**src/hfl_pkg.sv**
```systemverilog
`timescale 1ns / 1ps

package hfl_pkg;

  // fraction bits of every fixed-point field
  localparam int FRAC_BITS = 16;

  localparam int HW      = 32;                // entry / principal point width
  localparam int PW      = 2 * HW;            // 32x32 product
  localparam int SW      = PW + 2;            // sums of up to six products
  localparam int DW      = 100;               // det, su, sv, b
  localparam int BMAG_W  = 98;                // |b| < 2^98
  localparam int NUM_W   = BMAG_W + FRAC_BITS; // dividend and quotient width
  localparam int REM_W   = PW;                // divisor and remainder width
  localparam int F2_W    = NUM_W + 2;         // signed squared focal
  localparam int ROOT_W  = 32;                // result width
  localparam int RAD_W   = 2 * ROOT_W;        // radicand width
  localparam int SREM_W  = ROOT_W + 2;        // root remainder width
  localparam int CFG_IDX_W = 1;

  localparam logic [CFG_IDX_W-1:0] CFG_PRINCIPAL_X = 1'b0;
  localparam logic [CFG_IDX_W-1:0] CFG_PRINCIPAL_Y = 1'b1;

  typedef enum logic [1:0] {
    ST_OK        = 2'd0,
    ST_NEG_DET   = 2'd1,
    ST_NEG_F2    = 2'd2,
    ST_ZERO_COEF = 2'd3
  } status_t;

  // side data that rides along the divider
  typedef struct packed {
    status_t          status;
    logic             neg;
    logic [PW-1:0]    uv2;
  } div_meta_t;

  function automatic logic signed [PW-1:0] smul(input logic signed [HW-1:0] a,
                                                input logic signed [HW-1:0] b);
    smul = a * b;
  endfunction

  // upper partial product: a * s[SW-1:HW]
  function automatic logic signed [SW-1:0] mul_hi(input logic signed [HW-1:0] a,
                                                  input logic signed [SW-1:0] s);
    mul_hi = a * $signed(s[SW-1:HW]);
  endfunction

  // lower partial product: a * unsigned s[HW-1:0]
  function automatic logic signed [SW-1:0] mul_lo(input logic signed [HW-1:0] a,
                                                  input logic signed [SW-1:0] s);
    mul_lo = a * $signed({1'b0, s[HW-1:0]});
  endfunction

  function automatic logic signed [DW-1:0] join_pp(input logic signed [SW-1:0] hi,
                                                   input logic signed [SW-1:0] lo);
    join_pp = (DW'(hi) <<< HW) + DW'(lo);
  endfunction

endpackage

```
**src/hfl_sqrt.sv**
```systemverilog
`timescale 1ns / 1ps

// signed quotient, squared focal, status, then digit-by-digit square root
module hfl_sqrt (
  input  logic                          clk,
  input  logic                          rst_n,
  input  logic                          en,
  input  logic                          in_valid,
  input  logic [hfl_pkg::NUM_W-1:0]     quo,
  input  hfl_pkg::div_meta_t            meta,
  output logic                          res_valid,
  output logic [hfl_pkg::ROOT_W-1:0]    res_focal,
  output hfl_pkg::status_t              res_status
);

  localparam int F2W = hfl_pkg::F2_W;
  localparam int RTW = hfl_pkg::ROOT_W;
  localparam int RDW = hfl_pkg::RAD_W;
  localparam int SRW = hfl_pkg::SREM_W;

  // stage A: x and f2
  logic                  va_r;
  logic signed [F2W-1:0] f2_r;
  hfl_pkg::status_t      sta_r;
  logic signed [F2W-1:0] x_nxt;

  // stage B: status and radicand
  logic                  vb_r;
  logic [RDW-1:0]        rad_r;
  logic                  satb_r;
  hfl_pkg::status_t      stb_r;
  hfl_pkg::status_t      stb_nxt;

  always_comb begin
    x_nxt = meta.neg ? -$signed({2'b00, quo}) : $signed({2'b00, quo});
    if (sta_r == hfl_pkg::ST_OK && f2_r[F2W-1]) begin
      stb_nxt = hfl_pkg::ST_NEG_F2;
    end else begin
      stb_nxt = sta_r;
    end
  end

  always_ff @(posedge clk) begin
    if (!rst_n) begin
      va_r <= 1'b0;
      vb_r <= 1'b0;
    end else if (en) begin
      va_r <= in_valid;
      vb_r <= va_r;
    end
  end

  always_ff @(posedge clk) begin
    if (en) begin
      f2_r   <= x_nxt - $signed({{(F2W - hfl_pkg::PW){1'b0}}, meta.uv2});
      sta_r  <= meta.status;
      rad_r  <= f2_r[RDW-1:0];
      satb_r <= |f2_r[F2W-1:RDW];
      stb_r  <= stb_nxt;
    end
  end

  // root stages
  logic             v_r    [RTW];
  logic [SRW-1:0]   rem_r  [RTW];
  logic [RTW-1:0]   root_r [RTW];
  logic [RDW-1:0]   rad_sr [RTW];
  logic             sat_r  [RTW];
  hfl_pkg::status_t st_r   [RTW];

  for (genvar k = 0; k < RTW; k++) begin : g_root
    logic             v_src;
    logic [SRW-1:0]   rem_src;
    logic [RTW-1:0]   root_src;
    logic [RDW-1:0]   rad_src;
    logic             sat_src;
    hfl_pkg::status_t st_src;
    logic [SRW+1:0]   cur;
    logic [SRW+1:0]   trial;
    logic [SRW+1:0]   diff;
    logic             ge;

    if (k == 0) begin : g_first
      always_comb begin
        v_src    = vb_r;
        rem_src  = '0;
        root_src = '0;
        rad_src  = rad_r;
        sat_src  = satb_r;
        st_src   = stb_r;
      end
    end else begin : g_next
      always_comb begin
        v_src    = v_r[k-1];
        rem_src  = rem_r[k-1];
        root_src = root_r[k-1];
        rad_src  = rad_sr[k-1];
        sat_src  = sat_r[k-1];
        st_src   = st_r[k-1];
      end
    end

    always_comb begin
      cur   = {rem_src, rad_src[RDW-1:RDW-2]};
      trial = {{(SRW - RTW){1'b0}}, root_src, 2'b01};
      diff  = cur - trial;
      ge    = (cur >= trial);
    end

    always_ff @(posedge clk) begin
      if (!rst_n) begin
        v_r[k] <= 1'b0;
      end else if (en) begin
        v_r[k] <= v_src;
      end
    end

    always_ff @(posedge clk) begin
      if (en) begin
        rem_r[k]  <= ge ? diff[SRW-1:0] : cur[SRW-1:0];
        root_r[k] <= {root_src[RTW-2:0], ge};
        rad_sr[k] <= {rad_src[RDW-3:0], 2'b00};
        sat_r[k]  <= sat_src;
        st_r[k]   <= st_src;
      end
    end
  end

  // output register
  logic             vo_r;
  logic [RTW-1:0]   focal_r;
  hfl_pkg::status_t sto_r;

  always_ff @(posedge clk) begin
    if (!rst_n) begin
      vo_r <= 1'b0;
    end else if (en) begin
      vo_r <= v_r[RTW-1];
    end
  end

  always_ff @(posedge clk) begin
    if (en) begin
      sto_r <= st_r[RTW-1];
      if (st_r[RTW-1] != hfl_pkg::ST_OK) begin
        focal_r <= '0;
      end else if (sat_r[RTW-1]) begin
        focal_r <= '1;
      end else begin
        focal_r <= root_r[RTW-1];
      end
    end
  end

  assign res_valid  = vo_r;
  assign res_focal  = focal_r;
  assign res_status = sto_r;

endmodule

```
**config.mk**
```make
export PLATFORM = sky130hd
export DESIGN_NAME = hfl_sqrt
export DESIGN_NICKNAME = d
export VERILOG_FILES = /design/src/hfl_pkg.sv /design/src/hfl_sqrt.sv
export SDC_FILE = /design/constraint.sdc
export NUM_CORES = 2
export LEC_CHECK = 0
export BUFFER_PORTS_ARGS = -buffer_cell sky130_fd_sc_hd__buf_2
export CAP_MARGIN = 20
export CORE_MARGIN = 4
export CORE_UTILIZATION = 30
export CTS_BUF_LIST = sky130_fd_sc_hd__clkbuf_4
export CTS_CLUSTER_DIAMETER = 60
export DETAILED_ROUTE_END_ITERATION = 16
export PLACE_DENSITY = 0.42
export SYNTH_ARGS = -nofsm -noshare
export SYNTH_HDL_FRONTEND = slang
export SYNTH_MEMORY_MAX_BITS = 65536
export SYNTH_SLANG_ARGS = --single-unit
```
**constraint.sdc**
```tcl
create_clock -name clk -period 8.2 [get_ports clk]
set_clock_uncertainty 0.2 [all_clocks]
set_input_delay 0.41 -clock clk [delete_from_list [all_inputs] [get_ports clk]]
set_output_delay 0.41 -clock clk [all_outputs]
set_load 0.005 [all_outputs]
```
## After elaboration in Yosys (flattened, before gate mapping)

Memories as Yosys holds them, arrays and structs flattened. A register that Yosys moved wholly into a read port is not among the register bits.
Cells that the tools add are included.
W data, S select, Z words.

| word-level totals | value |
|---|---|
| memories kept | 6 |
| logic and storage cells | 189 |
| bits in writable memories | 4224 |
| flip-flop bits (word level) | 221 |
| output and inout bits | 35 |
| input port bits | 185 |

Memory list:

| memory | words | width | read ports | clocked after memory_dff | wr ports | RTL line | text |
|---|---|---|---|---|---|---|---|
| rad_sr | 32 | 62 | 31 | 0 | 32 | hfl_sqrt.sv:67 | `logic [RDW-1:0] rad_sr [RTW];` |
| rem_r | 32 | 34 | 31 | 0 | 32 | hfl_sqrt.sv:65 | `logic [SRW-1:0] rem_r [RTW];` |
| root_r | 32 | 32 | 32 | 0 | 32 | hfl_sqrt.sv:66 | `logic [RTW-1:0] root_r [RTW];` |
| st_r | 32 | 2 | 32 | 0 | 32 | hfl_sqrt.sv:69 | `hfl_pkg::status_t st_r [RTW];` |
| sat_r | 32 | 1 | 32 | 0 | 32 | hfl_sqrt.sv:68 | `logic sat_r [RTW];` |
| v_r | 32 | 1 | 32 | 1 | 32 | hfl_sqrt.sv:64 | `logic v_r [RTW];` |

| operators by class | value |
|---|---|
| bitwise logic cells | 32 |
| add/sub/neg operators | 34 |
| $lt $le $gt $ge | 32 |
| mux-type cells | 71 |
| reductions and logical operators | 5 |

Operators with widths:

| kind | count |
|---|---|
| $ge A36 B34 Y1 | 31 |
| $mux W34 | 32 |
| $sub A34 B34 Y34 | 31 |
| $mux W116 | 1 |
| $neg A114 Y116 | 1 |
| $sub A116 B65 Y116 | 1 |
| $reduce_or A52 Y1 | 1 |
| $mux W1 | 37 |
| $mux W32 | 1 |
| $or A1 B1 Y1 | 32 |
| $sub A2 B1 Y3 const B | 1 |
| $ge A2 B1 Y1 const B | 1 |
| $logic_not A2 Y1 | 1 |
| $reduce_bool A2 Y1 | 1 |
| $logic_and A1 B1 Y1 | 1 |
| $logic_not A1 Y1 | 1 |

## Logic depth before layout (Yosys ltp)

| depth | value |
|---|---|
| depth in word-level cells | 4 |
| depth in mapped cells | 24 |
| mapped depth without buffers | 20 |

## Least setup slack after synthesis

Ideal clock, no wire load.

| path | value |
|---|---|
| path kind | input to register |
| from | input meta[64] (netlist name) |
| to | register f2_r[101] (data pin) |
| stages | 23 |
| buffers on the path | 9 |
| arrival time | 6.028 ns |
| library setup time | 0.263 ns |
| required time | 7.737 ns |
| slack | 1.710 ns |
| cell sequence | clkbuf_1 buf_1 clkbuf_1 clkbuf_1 clkbuf_1 clkbuf_1 clkbuf_1 nand2_1 xnor2_1 ha_1 clkbuf_1 nand4_1 or4_1 or3_1 o32ai_1 o21ba_2 a21bo_2 o41a_1 o31a_1 clkbuf_1 and3_1 a311oi_1 xnor2_1 |

| between the ends | value |
|---|---|
| word-level cells in the longest chain between the ends | 2 |

Ends and longest elaborated chain:

| element | RTL line | text |
|---|---|---|
| from (decl) | hfl_sqrt.sv:10 | `input hfl_pkg::div_meta_t meta,` |
| $mux W116 | hfl_sqrt.sv:35 | `x_nxt = meta.neg ? -$signed({2'b00, quo}) : $signed({2'b00, quo});` |
| $sub A116 B65 Y116 | hfl_sqrt.sv:55 | `f2_r <= x_nxt - $signed({{(F2W - hfl_pkg::PW){1'b0}}, meta.uv2});` |
| to (signal assigned) | hfl_sqrt.sv:55 |  |
| to (decl) | hfl_sqrt.sv:23 | `logic signed [F2W-1:0] f2_r;` |

No other way between the ends.
A chain may end at the register's enable or synchronous reset.

## Worst setup path after layout

| path | value |
|---|---|
| from | input quo[0] (netlist name) |
| to | register f2_r[113] (data pin) |

| between the ends | value |
|---|---|
| word-level cells in the longest chain between the ends | 3 |

Ends and longest elaborated chain:

| element | RTL line | text |
|---|---|---|
| from (decl) | hfl_sqrt.sv:9 | `input logic [hfl_pkg::NUM_W-1:0] quo,` |
| $neg A114 Y116 | hfl_sqrt.sv:35 |  |
| $mux W116 * | hfl_sqrt.sv:35 |  |
| $sub A116 B65 Y116 * | hfl_sqrt.sv:55 |  |

Mark *: on every way between the ends. The rest lies on a longest branch, timed or not.

==> results.txt <==
Clock transition at path regs: 0.06 ns
Top cells by count, synth: edfxtp_1 (2,869), inv_1 (883), nand2_1 (710), ha_1 (627), nor2_1 (579)
RSZ-0062 raised after global routing: false
Hold Vio Cnt, Final: 0
ANT nets after route: 0
CTS tree: done
Period utilization: 0.974
H-tree depth: 6
Sw power: 11,500 uW
Clock buffer depth: 4
GRT Util Overall: 0.147
Switching share of total power: 0.288
Die height: 680 um
Crit Path Category: input port to register
WP data arrival: 9.01 ns
Worst vdd ir: 149 uV
Most frequent cell after synthesis: edfxtp_1
Top FF cell, synth: edfxtp_1
Ranking of synthesized cells by area: edfxtp_1 (64%), ha_1 (5.8%), xnor2_1 (3.7%)
Post-synth top area cell: edfxtp_1
Post-CTS Setup Inserts: 0
CP required: 9.22 ns
Total nets after synthesis: 11,500
Drt pass-1 iters: 5
Reg-to-reg critical path startpoint: rem_r[10][0]$_DFFE_PP_
Final slew viol count: 0
Critical path fanouts, max: 9
Starting DRT DRC Count: 4,732
Worst hold slack: 0.161 ns
Final setup vio count: 0
Synth warn: 0
CTS buffer count: 793
Layout area overhead: 18.2%
Fmax: 125 MHz
Placer Congestion: 0.885
Post-synth ARST share: 0
Chip width: 680 um
Mapped cell area: 0.136 mm^2
WL final: 345,000 um
Hpwl dp: 253,000 um
Root Driver: clkbuf_4
Gate power share: 0.190
Largest family of logic cells by synthesized area: simple AND/OR/NAND/NOR gates
Rows: 246
Tot Pwr: 39,900 uW
CP Launch Type: input port
Worst Setup Slack, final: 0.211 ns
Min-Delay Path Class: register to register
Critical path origin: quo[0]
XOR/XNOR Fraction of Synth Area: 0.0658
Pre-CTS WS: 0.869 ns
Internal: 28,400 uW
Leak pwr: 0.0610 uW
Fin Setup TNS: 0 ns
Clk_lat worst skew: 1.55 ns
Worst slew margin: 0.195
Tightest Pin Transition: 1.21 ns
# hold bufs at CTS: 580
# DRC: 0
Gr ovfl total: 0
Hold_sp: st_r[12][1]$_DFFE_PP_
Largest net degree at the start of global routing: 195
Vias in the first global route: 91,200
# Max-Cap Violations: 0
Filler cells: 44,000
Tmin final: 7.99 ns
DR WL/cell: 18.4 um
Cells after Synth: 10,700
Distinct cell type count after synthesis: 89
Seq pwr share: 0.490
Via count: 87,900
Setup crit end kind: register
Clk sink count: 2,873
Top cell type's share of synthesized area: 0.635
Core Box Area: 0.450 mm^2
Number of synthesized register bits: 2,873
Synthesized-area fraction occupied by adder cells: 0.0580
Status: complete, no violations
Seq/Total Area, Yosys: 0.636
Share of cells above drive strength 1: 0.135
Starting Density: 0.302
Via density: 4.70
DIE AREA: 0.463 mm^2
Mux cell area share after synthesis: 0.00613
Number of top-level pins: 220
PwrDens: 249 mW/mm^2
Post-synthesis simple-gate area fraction: 0.109
Util after Layout: 0.356
Number of flops mapped to enable cells by yosys: 2,869
First-pass GRT wire length: 534,000 um
Initial antenna violation count: 23
Clk pwr share: 0.320
Final #Nets: 12,900
Post_cts resized: 0
Synth Area in Compound Gates: 0.0945
Port bufs: 219
Mapped Avg Cell Area: 12.7 um^2
[registers in the layout (all words and copies together) (netlist names)]
| register | cells |
|---|---|
| res_focal | 32 |
| g_root.v_src | 1 |
| res_status | 2 |
| root_r | 528 |
| res_valid | 1 |
| g_root.sat_src | 1 |
| st_r | 64 |
| g_root.rad_src | 64 |
| va_r | 1 |
| f2_r | 116 |
| g_root.st_src | 2 |
| sta_r | 2 |
| rem_r | 1003 |
| v_r | 32 |
| sat_r | 32 |
| rad_sr | 992 |
[per-layer routing]
layer,vias to the layer above,part of all wire,global-route usage
li1,43000,-,-
met1,42300,0.42,0.174
met2,1964,0.51,0.266
met3,638,0.041,0.0264
met4,14,0.031,0.0504
met5,-,0.00028,0
[logic make-up after synthesis]
group           count (synthesis)
other cells                     1
xor+xnor                     1019
compound gates               2059
flops                        2873
fa+ha+maj                     628
mux                            76
simple gates                 2908
buf+inv                      1089
[final timing paths]
path                                  end  slack [ns]  cells after the start
setup / recovery      f2_r[113]$_DFFE_PP_        0.21                     24
setup reg to reg  rem_r[11][18]$_DFFE_PP_        3.07                     13
hold / removal      st_r[13][1]$_DFFE_PP_        0.16                      0
hold reg to reg     st_r[13][1]$_DFFE_PP_        0.16                      0
[per-stage QoR]
step	cells	area [um^2]
final	18700	160000
after global routing	18700	160000
after CTS	18700	160000
after detailed placement	16700	144000
after global placement	16700	144000
after floorplan	10700	136000
[critical path, cell delays in order]
cell and delay [ns]:
dlygate4sd3_1 0.56, buf_2 0.15, inv_1 0.09, ha_1 0.19
or3b_2 0.58, nor4_2 0.71, nand3_1 0.48, o21ai_0 0.35
xnor2_1 0.15, ha_1 0.35, dlygate4sd3_1 0.70, nand4_1 0.23
or4_1 0.62, or3_1 0.42, o32ai_1 0.11, o21ba_2 0.23
a21bo_2 0.25, o41a_1 0.44, o31a_1 0.43, nand2_2 0.20
nor3_1 0.09, dlygate4sd3_1 0.58, xnor2_1 0.13, dlygate4sd3_1 0.56
[power groups by stage]
stage	Clock, uW	Combinational [uW]	Sequential (uW)
after detailed placement	0	7200	19900
after CTS	13500	7690	19600
after global placement	0	7150	19900
final	12800	7590	19500
after floorplan	0	5070	19300
after global routing	14400	8510	19700
[area by class of cell]
type	count	area, um^2	area share
sequential	2873	86200	0.538
multi-input combinational	6691	45400	0.283
clock buffer	1138	8540	0.0533
timing repair buffer	881	7750	0.0484
tap	5952	7450	0.0465
inverter	886	3330	0.0208
clock inverter	259	1520	0.00949
antenna	23	57.6	0.000359
[cells in the final DEF (no fill, tap or decap), drive strengths merged, types with 90 or more instances in the layout]
cell            n
o31ai         113
a21oi         573
nor3          283
o21ai         572
xor2          444
and3           95
nor2          581
edfxtp       2869
a21o          253
inv           904
nand2         711
nand4         148
buf           299
ha            627
clkinv        221
o21a          152
or3           126
nor2b          90
nand3         211
xnor2         575
dlygate4sd3   579
clkbuf       1141
nor4          188
nand2b        152
Note: power is estimated with default switching activity, not from simulation.
